**src/hw/rtl/utf8rf_pkg.sv**
```systemverilog
package utf8rf_pkg;

    localparam logic [7:0] ASCII_LIMIT  = 8'h80;
    localparam logic [7:0] LEAD2_MASK   = 8'hE0;
    localparam logic [7:0] LEAD2_CODE   = 8'hC0;
    localparam logic [7:0] LEAD3_MASK   = 8'hF0;
    localparam logic [7:0] LEAD3_CODE   = 8'hE0;
    localparam logic [7:0] LEAD4_MASK   = 8'hF8;
    localparam logic [7:0] LEAD4_CODE   = 8'hF0;
    localparam logic [7:0] CONT_MASK    = 8'hC0;
    localparam logic [7:0] CONT_CODE    = 8'h80;
    localparam logic [7:0] REP_BYTE0    = 8'hEF;
    localparam logic [7:0] REP_BYTE1    = 8'hBF;
    localparam logic [7:0] REP_BYTE2    = 8'hBD;
    localparam logic [15:0] LIMIT_RESET = 16'hFFFF;

    typedef struct packed {
        logic [7:0] in_byte;
        logic       end_of_input;
    } in_item_t;

    typedef struct packed {
        logic [7:0]  out_byte;
        logic        byte_present;
        logic        run_last;
        logic        stream_done;
        logic [15:0] bytes_written;
        logic        any_replaced;
    } out_item_t;

    typedef enum logic [3:0] {
        CMD_NONE,
        CMD_LOAD,
        CMD_HALT,
        CMD_PUT_ASCII,
        CMD_REPLACE,
        CMD_SEQ,
        CMD_PUT_EMIT,
        CMD_FINAL,
        CMD_MARK,
        CMD_FLUSH
    } cmd_t;

    typedef struct packed {
        logic loop_done;
        logic full;
        logic ascii;
        logic bad;
        logic wait_more;
        logic fits_rep;
        logic fits_seq;
        logic eoi;
        logic can_put;
        logic pend_valid;
        logic adv;
        logic emit_last;
    } status_t;

    function automatic logic [2:0] form_length(input logic [7:0] b);
        logic [2:0] len;
        len = 3'd0;
        if (b < ASCII_LIMIT) begin
            len = 3'd1;
        end else if ((b & LEAD2_MASK) == LEAD2_CODE) begin
            len = 3'd2;
        end else if ((b & LEAD3_MASK) == LEAD3_CODE) begin
            len = 3'd3;
        end else if ((b & LEAD4_MASK) == LEAD4_CODE) begin
            len = 3'd4;
        end
        return len;
    endfunction

endpackage

```
**src/hw/rtl/utf8rf_ctrl.sv**
```systemverilog
module utf8rf_ctrl
    import utf8rf_pkg::*;
(
    input  logic    aclk,
    input  logic    aresetn,
    input  logic    s_valid,
    output logic    s_ready,
    input  status_t st,
    output cmd_t    cmd
);

    typedef enum logic [4:0] {
        ST_IDLE  = 5'b00001,
        ST_CHECK = 5'b00010,
        ST_EMIT  = 5'b00100,
        ST_MARK  = 5'b01000,
        ST_FLUSH = 5'b10000
    } state_t;

    state_t state_reg, state_next;

    always_comb begin
        state_next = state_reg;
        cmd        = CMD_NONE;
        s_ready    = 1'b0;
        unique case (state_reg)
            ST_IDLE: begin
                s_ready = 1'b1;
                if (s_valid) begin
                    cmd        = CMD_LOAD;
                    state_next = ST_CHECK;
                end
            end
            ST_CHECK: begin
                if (st.loop_done) begin
                    cmd        = CMD_FINAL;
                    state_next = st.eoi ? ST_MARK : ST_FLUSH;
                end else if (st.full) begin
                    cmd = CMD_HALT;
                end else if (st.ascii) begin
                    if (st.can_put) begin
                        cmd = CMD_PUT_ASCII;
                    end
                end else if (st.wait_more) begin
                    cmd        = CMD_FINAL;
                    state_next = ST_FLUSH;
                end else if (st.bad) begin
                    cmd = CMD_REPLACE;
                    if (st.fits_rep) begin
                        state_next = ST_EMIT;
                    end
                end else if (st.fits_seq) begin
                    cmd        = CMD_SEQ;
                    state_next = ST_EMIT;
                end else begin
                    cmd = CMD_HALT;
                end
            end
            ST_EMIT: begin
                if (st.can_put) begin
                    cmd = CMD_PUT_EMIT;
                    if (st.emit_last) begin
                        state_next = ST_CHECK;
                    end
                end
            end
            ST_MARK: begin
                if (st.can_put) begin
                    cmd        = CMD_MARK;
                    state_next = ST_FLUSH;
                end
            end
            ST_FLUSH: begin
                if (!st.pend_valid) begin
                    state_next = ST_IDLE;
                end else if (st.adv) begin
                    cmd        = CMD_FLUSH;
                    state_next = ST_IDLE;
                end
            end
            default: begin
                state_next = ST_IDLE;
            end
        endcase
    end

    always_ff @(posedge aclk) begin
        if (!aresetn) begin
            state_reg <= ST_IDLE;
        end else begin
            state_reg <= state_next;
        end
    end

endmodule

```
**src/hw/rtl/utf8rf_datapath.sv**
```systemverilog
module utf8rf_datapath
    import utf8rf_pkg::*;
(
    input  logic        aclk,
    input  logic        aresetn,
    input  in_item_t    s_data,
    input  logic        m_ready,
    output logic        m_valid,
    output out_item_t   m_data,
    input  logic        cfg_we,
    input  logic [15:0] cfg_wdata,
    input  cmd_t        cmd,
    output status_t     st
);

    logic [7:0]  q_reg [4];
    logic [7:0]  q_next [4];
    logic [2:0]  n_reg, n_next;
    logic [15:0] written_reg, written_next;
    logic        halted_reg, halted_next;
    logic        replaced_reg, replaced_next;
    logic        eoi_reg, eoi_next;
    logic [15:0] limit_reg, limit_next;
    logic [1:0]  emit_cnt_reg, emit_cnt_next;
    logic        emit_rep_reg, emit_rep_next;
    out_item_t   pend_reg, pend_next;
    logic        pend_valid_reg, pend_valid_next;
    out_item_t   out_reg, out_next;
    logic        out_valid_reg, out_valid_next;

    logic [2:0]  len;
    logic        cont_bad;
    logic        short;
    logic        adv;
    logic        can_put;
    logic        produce;
    logic        pop;
    out_item_t   new_item;
    logic [7:0]  rep_byte;

    assign len     = form_length(q_reg[0]);
    assign short   = n_reg < len;
    assign adv     = !out_valid_reg || m_ready;
    assign can_put = !pend_valid_reg || adv;

    always_comb begin
        cont_bad = 1'b0;
        for (int j = 1; j < 4; j++) begin
            if ((3'(j) < len) && (3'(j) < n_reg) &&
                ((q_reg[j] & CONT_MASK) != CONT_CODE)) begin
                cont_bad = 1'b1;
            end
        end
    end

    always_comb begin
        case (emit_cnt_reg)
            2'd3:    rep_byte = REP_BYTE0;
            2'd2:    rep_byte = REP_BYTE1;
            default: rep_byte = REP_BYTE2;
        endcase
    end

    always_comb begin
        st.loop_done  = (n_reg == 3'd0) || halted_reg;
        st.full       = written_reg >= limit_reg;
        st.ascii      = len == 3'd1;
        st.bad        = (len == 3'd0) || cont_bad || (short && eoi_reg);
        st.wait_more  = (len != 3'd0) && !cont_bad && short && !eoi_reg;
        st.fits_rep   = ({1'b0, written_reg} + 17'd3) <= {1'b0, limit_reg};
        st.fits_seq   = ({1'b0, written_reg} + {14'd0, len}) <= {1'b0, limit_reg};
        st.eoi        = eoi_reg;
        st.can_put    = can_put;
        st.pend_valid = pend_valid_reg;
        st.adv        = adv;
        st.emit_last  = emit_cnt_reg == 2'd1;
    end

    always_comb begin
        q_next          = q_reg;
        n_next          = n_reg;
        written_next    = written_reg;
        halted_next     = halted_reg;
        replaced_next   = replaced_reg;
        eoi_next        = eoi_reg;
        emit_cnt_next   = emit_cnt_reg;
        emit_rep_next   = emit_rep_reg;
        pend_next       = pend_reg;
        pend_valid_next = pend_valid_reg;
        out_next        = out_reg;
        out_valid_next  = out_valid_reg;
        limit_next      = cfg_we ? cfg_wdata : limit_reg;
        produce         = 1'b0;
        pop             = 1'b0;

        new_item.out_byte      = q_reg[0];
        new_item.byte_present  = 1'b1;
        new_item.run_last      = 1'b0;
        new_item.stream_done   = 1'b0;
        new_item.bytes_written = written_reg + 16'd1;
        new_item.any_replaced  = replaced_reg;

        case (cmd)
            CMD_LOAD: begin
                q_next[n_reg[1:0]] = s_data.in_byte;
                n_next             = n_reg + 3'd1;
                eoi_next           = s_data.end_of_input;
            end
            CMD_HALT: begin
                halted_next = 1'b1;
            end
            CMD_PUT_ASCII: begin
                produce = 1'b1;
                pop     = 1'b1;
            end
            CMD_REPLACE: begin
                replaced_next = 1'b1;
                pop           = 1'b1;
                emit_cnt_next = 2'd3;
                emit_rep_next = 1'b1;
            end
            CMD_SEQ: begin
                emit_cnt_next = len[1:0];
                emit_rep_next = 1'b0;
            end
            CMD_PUT_EMIT: begin
                produce       = 1'b1;
                emit_cnt_next = emit_cnt_reg - 2'd1;
                if (emit_rep_reg) begin
                    new_item.out_byte = rep_byte;
                end else begin
                    pop = 1'b1;
                end
            end
            CMD_FINAL: begin
                if (halted_reg || eoi_reg) begin
                    n_next = 3'd0;
                end
            end
            CMD_MARK: begin
                produce                = 1'b1;
                new_item.out_byte      = 8'd0;
                new_item.byte_present  = 1'b0;
                new_item.stream_done   = 1'b1;
                new_item.bytes_written = written_reg;
                n_next                 = 3'd0;
                halted_next            = 1'b0;
                replaced_next          = 1'b0;
            end
            CMD_FLUSH: begin
                out_next          = pend_reg;
                out_next.run_last = 1'b1;
                out_valid_next    = 1'b1;
                pend_valid_next   = 1'b0;
            end
            default: begin
            end
        endcase

        if (pop) begin
            for (int i = 0; i < 3; i++) begin
                q_next[i] = q_reg[i + 1];
            end
            n_next = n_reg - 3'd1;
        end

        if (cmd != CMD_FLUSH) begin
            if (produce && pend_valid_reg) begin
                out_next       = pend_reg;
                out_valid_next = 1'b1;
            end else if (m_ready) begin
                out_valid_next = 1'b0;
            end
        end

        if (produce) begin
            pend_next       = new_item;
            pend_valid_next = 1'b1;
            written_next    = new_item.bytes_written;
            if (cmd == CMD_MARK) begin
                written_next = 16'd0;
            end
        end
    end

    always_ff @(posedge aclk) begin
        q_reg    <= q_next;
        pend_reg <= pend_next;
        out_reg  <= out_next;
        if (!aresetn) begin
            n_reg          <= 3'd0;
            written_reg    <= 16'd0;
            halted_reg     <= 1'b0;
            replaced_reg   <= 1'b0;
            eoi_reg        <= 1'b0;
            limit_reg      <= LIMIT_RESET;
            emit_cnt_reg   <= 2'd0;
            emit_rep_reg   <= 1'b0;
            pend_valid_reg <= 1'b0;
            out_valid_reg  <= 1'b0;
        end else begin
            n_reg          <= n_next;
            written_reg    <= written_next;
            halted_reg     <= halted_next;
            replaced_reg   <= replaced_next;
            eoi_reg        <= eoi_next;
            limit_reg      <= limit_next;
            emit_cnt_reg   <= emit_cnt_next;
            emit_rep_reg   <= emit_rep_next;
            pend_valid_reg <= pend_valid_next;
            out_valid_reg  <= out_valid_next;
        end
    end

    assign m_valid = out_valid_reg;
    assign m_data  = out_reg;

endmodule

```
**src/hw/rtl/utf8_repair_filter.sv**
```systemverilog
// UTF-8 repair filter: takes one raw byte per transfer on s_ (end_of_input marks the last
// byte of a stream) and returns repaired bytes on m_, ASCII passed at once, complete
// multi-byte sequences passed whole, bad leads and stray bytes replaced by EF BF BD, and
// every stream closed by a bare done marker carrying the byte count and replacement flag.
// cfg_we/cfg_wdata set the output byte budget (reset 65535); the user must write them only
// between streams, as the block itself does not enforce this. The controller makes one
// decision or sends one result per cycle unless a result waits on m_ready. A byte that is
// only held stays for a later scan, and a byte that arrives once the budget is spent is
// ignored. Every held byte is scanned again after each new byte, a spent budget found
// during a scan halts the scan, the end of a stream adds the done marker, and each cycle
// with m_ready low while a result waits stalls the controller.
module utf8_repair_filter
    import utf8rf_pkg::*;
(
    input  logic        aclk,
    input  logic        aresetn,
    input  logic        s_valid,
    output logic        s_ready,
    input  in_item_t    s_data,
    output logic        m_valid,
    input  logic        m_ready,
    output out_item_t   m_data,
    input  logic        cfg_we,
    input  logic [15:0] cfg_wdata
);

    cmd_t    cmd;
    status_t st;

    utf8rf_ctrl u_ctrl (
        .aclk    (aclk),
        .aresetn (aresetn),
        .s_valid (s_valid),
        .s_ready (s_ready),
        .st      (st),
        .cmd     (cmd)
    );

    utf8rf_datapath u_datapath (
        .aclk      (aclk),
        .aresetn   (aresetn),
        .s_data    (s_data),
        .m_ready   (m_ready),
        .m_valid   (m_valid),
        .m_data    (m_data),
        .cfg_we    (cfg_we),
        .cfg_wdata (cfg_wdata),
        .cmd       (cmd),
        .st        (st)
    );

endmodule
```
**config.mk**
```make
export PLATFORM = sky130hd
export DESIGN_NAME = utf8_repair_filter
export DESIGN_NICKNAME = d
export VERILOG_FILES = /design/src/hw/rtl/utf8rf_pkg.sv /design/src/hw/rtl/utf8rf_ctrl.sv /design/src/hw/rtl/utf8rf_datapath.sv /design/src/hw/rtl/utf8_repair_filter.sv
export SDC_FILE = /design/constraint.sdc
export NUM_CORES = 1
export LEC_CHECK = 0
export BUFFER_PORTS_ARGS = -buffer_cell sky130_fd_sc_hd__buf_2
export CAP_MARGIN = 20
export CORE_MARGIN = 5
export CORE_UTILIZATION = 34
export CTS_CLUSTER_DIAMETER = 150
export CTS_CLUSTER_SIZE = 12
export DETAILED_ROUTE_END_ITERATION = 12
export GPL_TIMING_DRIVEN = 0
export SYNTH_ARGS = -nofsm -noshare
export SYNTH_HDL_FRONTEND = slang
export SYNTH_SLANG_ARGS = --single-unit
```
**constraint.sdc**
```tcl
create_clock -name aclk -period 7.4 [get_ports aclk]
set_clock_uncertainty 0.1 [all_clocks]
set_input_delay 0 -clock aclk [delete_from_list [all_inputs] [get_ports aclk]]
set_output_delay 0 -clock aclk [all_outputs]
set_load 0.01 [all_outputs]
```
==> run metrics <==
Levels on crit path 20; number of register bits inferred by synthesis 135; clock tree from TritonCTS yes; Port-buffer cells 58; number of global-route vias before repair 5907; slowest cell on the critical path sky130_fd_sc_hd__edfxtp_1; Horiz. Die Dim 160 µm; number of enable flip-flop cells after synthesis 59; final weighted congestion in routability-driven placement 0.915; Setup Viol. Count Final 0; VDD IR-drop max 0.152 mV; cell area power density 216 mW/mm²; ordered list of cells on the worst path nand2_1 -> or3_1 -> inv_1 -> ha_1 -> a21oi_1 -> nor2_1 -> nand2_1 -> xnor2_1 -> ha_1 -> nand4_1 -> nor4_2 -> nand4_1 -> a211o_1 -> o21a_1 -> o2111a_2 -> a21oi_4 -> inv_4 -> a21oi_4 -> buf_12 -> mux2_4; run status finished, final reports clean; Max FO, Critical Path 32; number of buffers added by the clock tree synthesis step 17; routed wire length 18.7 mm; number of antenna cells inserted 0; nets 960; number of placement rows 54; max-cap violations 0; cells taking the most area after synthesis sky130_fd_sc_hd__edfxtp_1, sky130_fd_sc_hd__dfxtp_1, sky130_fd_sc_hd__ha_1; worst hold stages 4; CP bufs+invs 3; proportion of register bits with asynchronous set or reset after synthesis 0%; kind of path behind the tightest hold check in -> reg; sinks on the clock net 135; total half-perimeter wirelength after legalization and detailed placement 14.1 mm; reg-to-reg endpoint u_datapath.m_data[22]; worst path required time 7.60 ns; synth warn 0; clock latency of the later-clocked register in the worst-skew pair 0.42 ns; area of the placeable core 0.0220 mm²; routed wire length per instance 16.2 µm; final hold vios 0; arrival time of data at the critical path endpoint 6.06 ns; FF-to-FF Start u_datapath.q_reg[31]; worst-margin pin slew 1.06 ns; flip-flop count of the largest register after layout 32; most common cell in the synthesized netlist sky130_fd_sc_hd__dfxtp_1; Synth area leader sky130_fd_sc_hd__edfxtp_1; startpoint kind of the worst setup timing path register; delay of the slowest cell on the worst path 0.52 ns; initial DRC count 404; Slew Viols, Final 0; minimum hold slack 0.0568 ns; crit path time final 5.85 ns; initial antenna violation count 0; die extent in y 160 µm; global-route wire length before repair 30.9 mm; length of the first detailed-routing pass in iterations 8; synthesized instance count 758; unrepaired setup endpoints after global routing false; synthesized area 0.00765 mm²; type of destination of the critical path register; Worst Reg2Reg Path Length in Cells 20; residual overflow from global routing 0; maximum buffer depth of the clock tree 2; ys flop type sky130_fd_sc_hd__dfxtp_1; commonest cells in the synthesized netlist sky130_fd_sc_hd__dfxtp_1, sky130_fd_sc_hd__nand2_1, sky130_fd_sc_hd__ha_1; total via count in the routed design 5930; startpoint of the most critical setup path u_datapath.q_reg[31]; Crit path max-delay family compound AO/OA/AOI/OAI gates; post-CTS setup repair buffer count 0; full die area 0.0256 mm²; normalized max-slew margin 28.5%; number of primary I/O pins 60; Netlist cell types 73; overall routing resource usage 14.9%; P_leak 3.99 nW; P&R area growth vs syn 19.6%; Syn Area/Cell 10.1 µm²; detailed-route DRC error count 0; post-route ant nets 0; Via density 5.13; syn nets 854; Max Clk Rate 171 MHz; root buffer cell sky130_fd_sc_hd__clkbuf_16; Critical Path Sink u_datapath.m_data[22]; maximum level of the CTS H-tree 4; setup_tns 0 ns; initial standard-cell utilization of the core 34.7%; share of the synthesized area in the top cell type 23.1%; critical path class reg -> reg; largest net degree at the start of global routing 33; share of synthesized area occupied by flip-flops and latches 43.0%; fraction of layout instances using a drive strength above 1 16.1%; final worst path period share 79.1%; Clock transition at path regs 0.06 ns; worst setup slack for register-to-register paths 1.55 ns
## metal layers
metal  up-vias  routed length (µm)  GRT usage, %
met2       157                8140          23.0
met4         0                 260          4.58
met3        17                 923          2.84
met1      2761                9380          21.1
met5         -                   0             0
li1       2995                   -             -
## cells by family after synthesis
group,share of synthesized area [%]
muxes,5.56
and+or+nand+nor,14.4
xor gates and xnor gates,5.04
adders and majority gates,10.9
buffers and inverters,4.41
DFF,43.0
AOI/OAI and AO/OA,16.7
## cell type report
type	count	area [µm²]
plain buffers	37	185
clock buffers	21	472
clock inverters	11	98.8
fillers	2161	12900
inverters	40	153
multi-input cells	546	4020
flip-flops and latches	135	3290
well taps	280	350
repair buffers	87	581
## how the worst min path moves through the flow
stage	end	slack, ns	from
after detailed placement	u_datapath.limit_reg[9]	0.13	cfg_wdata[9]
after floorplan	u_datapath.q_reg[0]	-0.001	s_data[1]
after global placement	u_datapath.limit_reg[9]	0.12	cfg_wdata[9]
final	u_datapath.limit_reg[2]	0.06	cfg_we
after CTS	u_datapath.limit_reg[7]	0.05	cfg_we
after global routing	u_datapath.limit_reg[13]	0.08	cfg_we
## report_power, final
group | internal, mW | switching (mW)
sequential | 0.826 | 0.0332
combinational | 0.122 | 0.178
clock | 0.490 | 0.328
total | 1.44 | 0.540
## stage by stage
step                power [mW]  setup slack, ns  std cells  instance area (µm²)  util [%]
floorplan                 1.08             2.61        758                 7650         -
global route              2.08             1.17       1157                 9160      41.6
global placement          1.16             1.52       1096                 8290      37.7
finish                    1.98             1.55       1157                 9160      41.6
CTS                       2.00             1.49       1157                 9160      41.6
detailed placement        1.16             1.54       1096                 8290      37.7
## layout by cell type, fill, tap and decap left out, types with 8 or more instances in the layout
cell type                       synthesis  final
sky130_fd_sc_hd__nand3_1               22     22
sky130_fd_sc_hd__edfxtp_1              59     59
sky130_fd_sc_hd__nand4_1               15     15
sky130_fd_sc_hd__or3_1                  8      8
sky130_fd_sc_hd__a21o_1                13     13
sky130_fd_sc_hd__xor2_1                20     20
sky130_fd_sc_hd__a31oi_1               10     10
sky130_fd_sc_hd__nor3_1                13     13
sky130_fd_sc_hd__ha_1                  65     65
sky130_fd_sc_hd__clkbuf_1              22     24
sky130_fd_sc_hd__buf_2                  4     62
sky130_fd_sc_hd__and3_1                10     10
sky130_fd_sc_hd__nand2_1               69     69
sky130_fd_sc_hd__dlygate4sd3_1          0     29
sky130_fd_sc_hd__xnor2_1               24     24
sky130_fd_sc_hd__nor2_1                50     50
sky130_fd_sc_hd__mux2_2                 8      8
sky130_fd_sc_hd__a22o_1                27     27
sky130_fd_sc_hd__inv_1                 39     39
sky130_fd_sc_hd__o21a_1                 8      8
sky130_fd_sc_hd__mux2_4                19     19
sky130_fd_sc_hd__nand2b_1               8      8
sky130_fd_sc_hd__clkbuf_16              0     18
sky130_fd_sc_hd__a21oi_1               37     37
sky130_fd_sc_hd__o211ai_1              23     23
sky130_fd_sc_hd__o21ai_0               25     25
sky130_fd_sc_hd__dfxtp_1               76     76
## worst reg2reg max path, delay by kind of cell (launching register included)
| kind | cells | cell delay [ns] |
|---|---|---|
| mux | 1 | 0.30 |
| compound gates | 6 | 2.11 |
| flops | 1 | 0.52 |
| xor+xnor | 1 | 0.11 |
| buf+inv | 3 | 0.54 |
| fa+ha+maj | 2 | 0.57 |
| simple gates | 7 | 1.49 |
## what timing repair did
action,CTS,global route
gates resized for setup,0,0
hold endpoints to repair,53,0
hold buffers,29,0
Power figures use the tool's default switching activity.
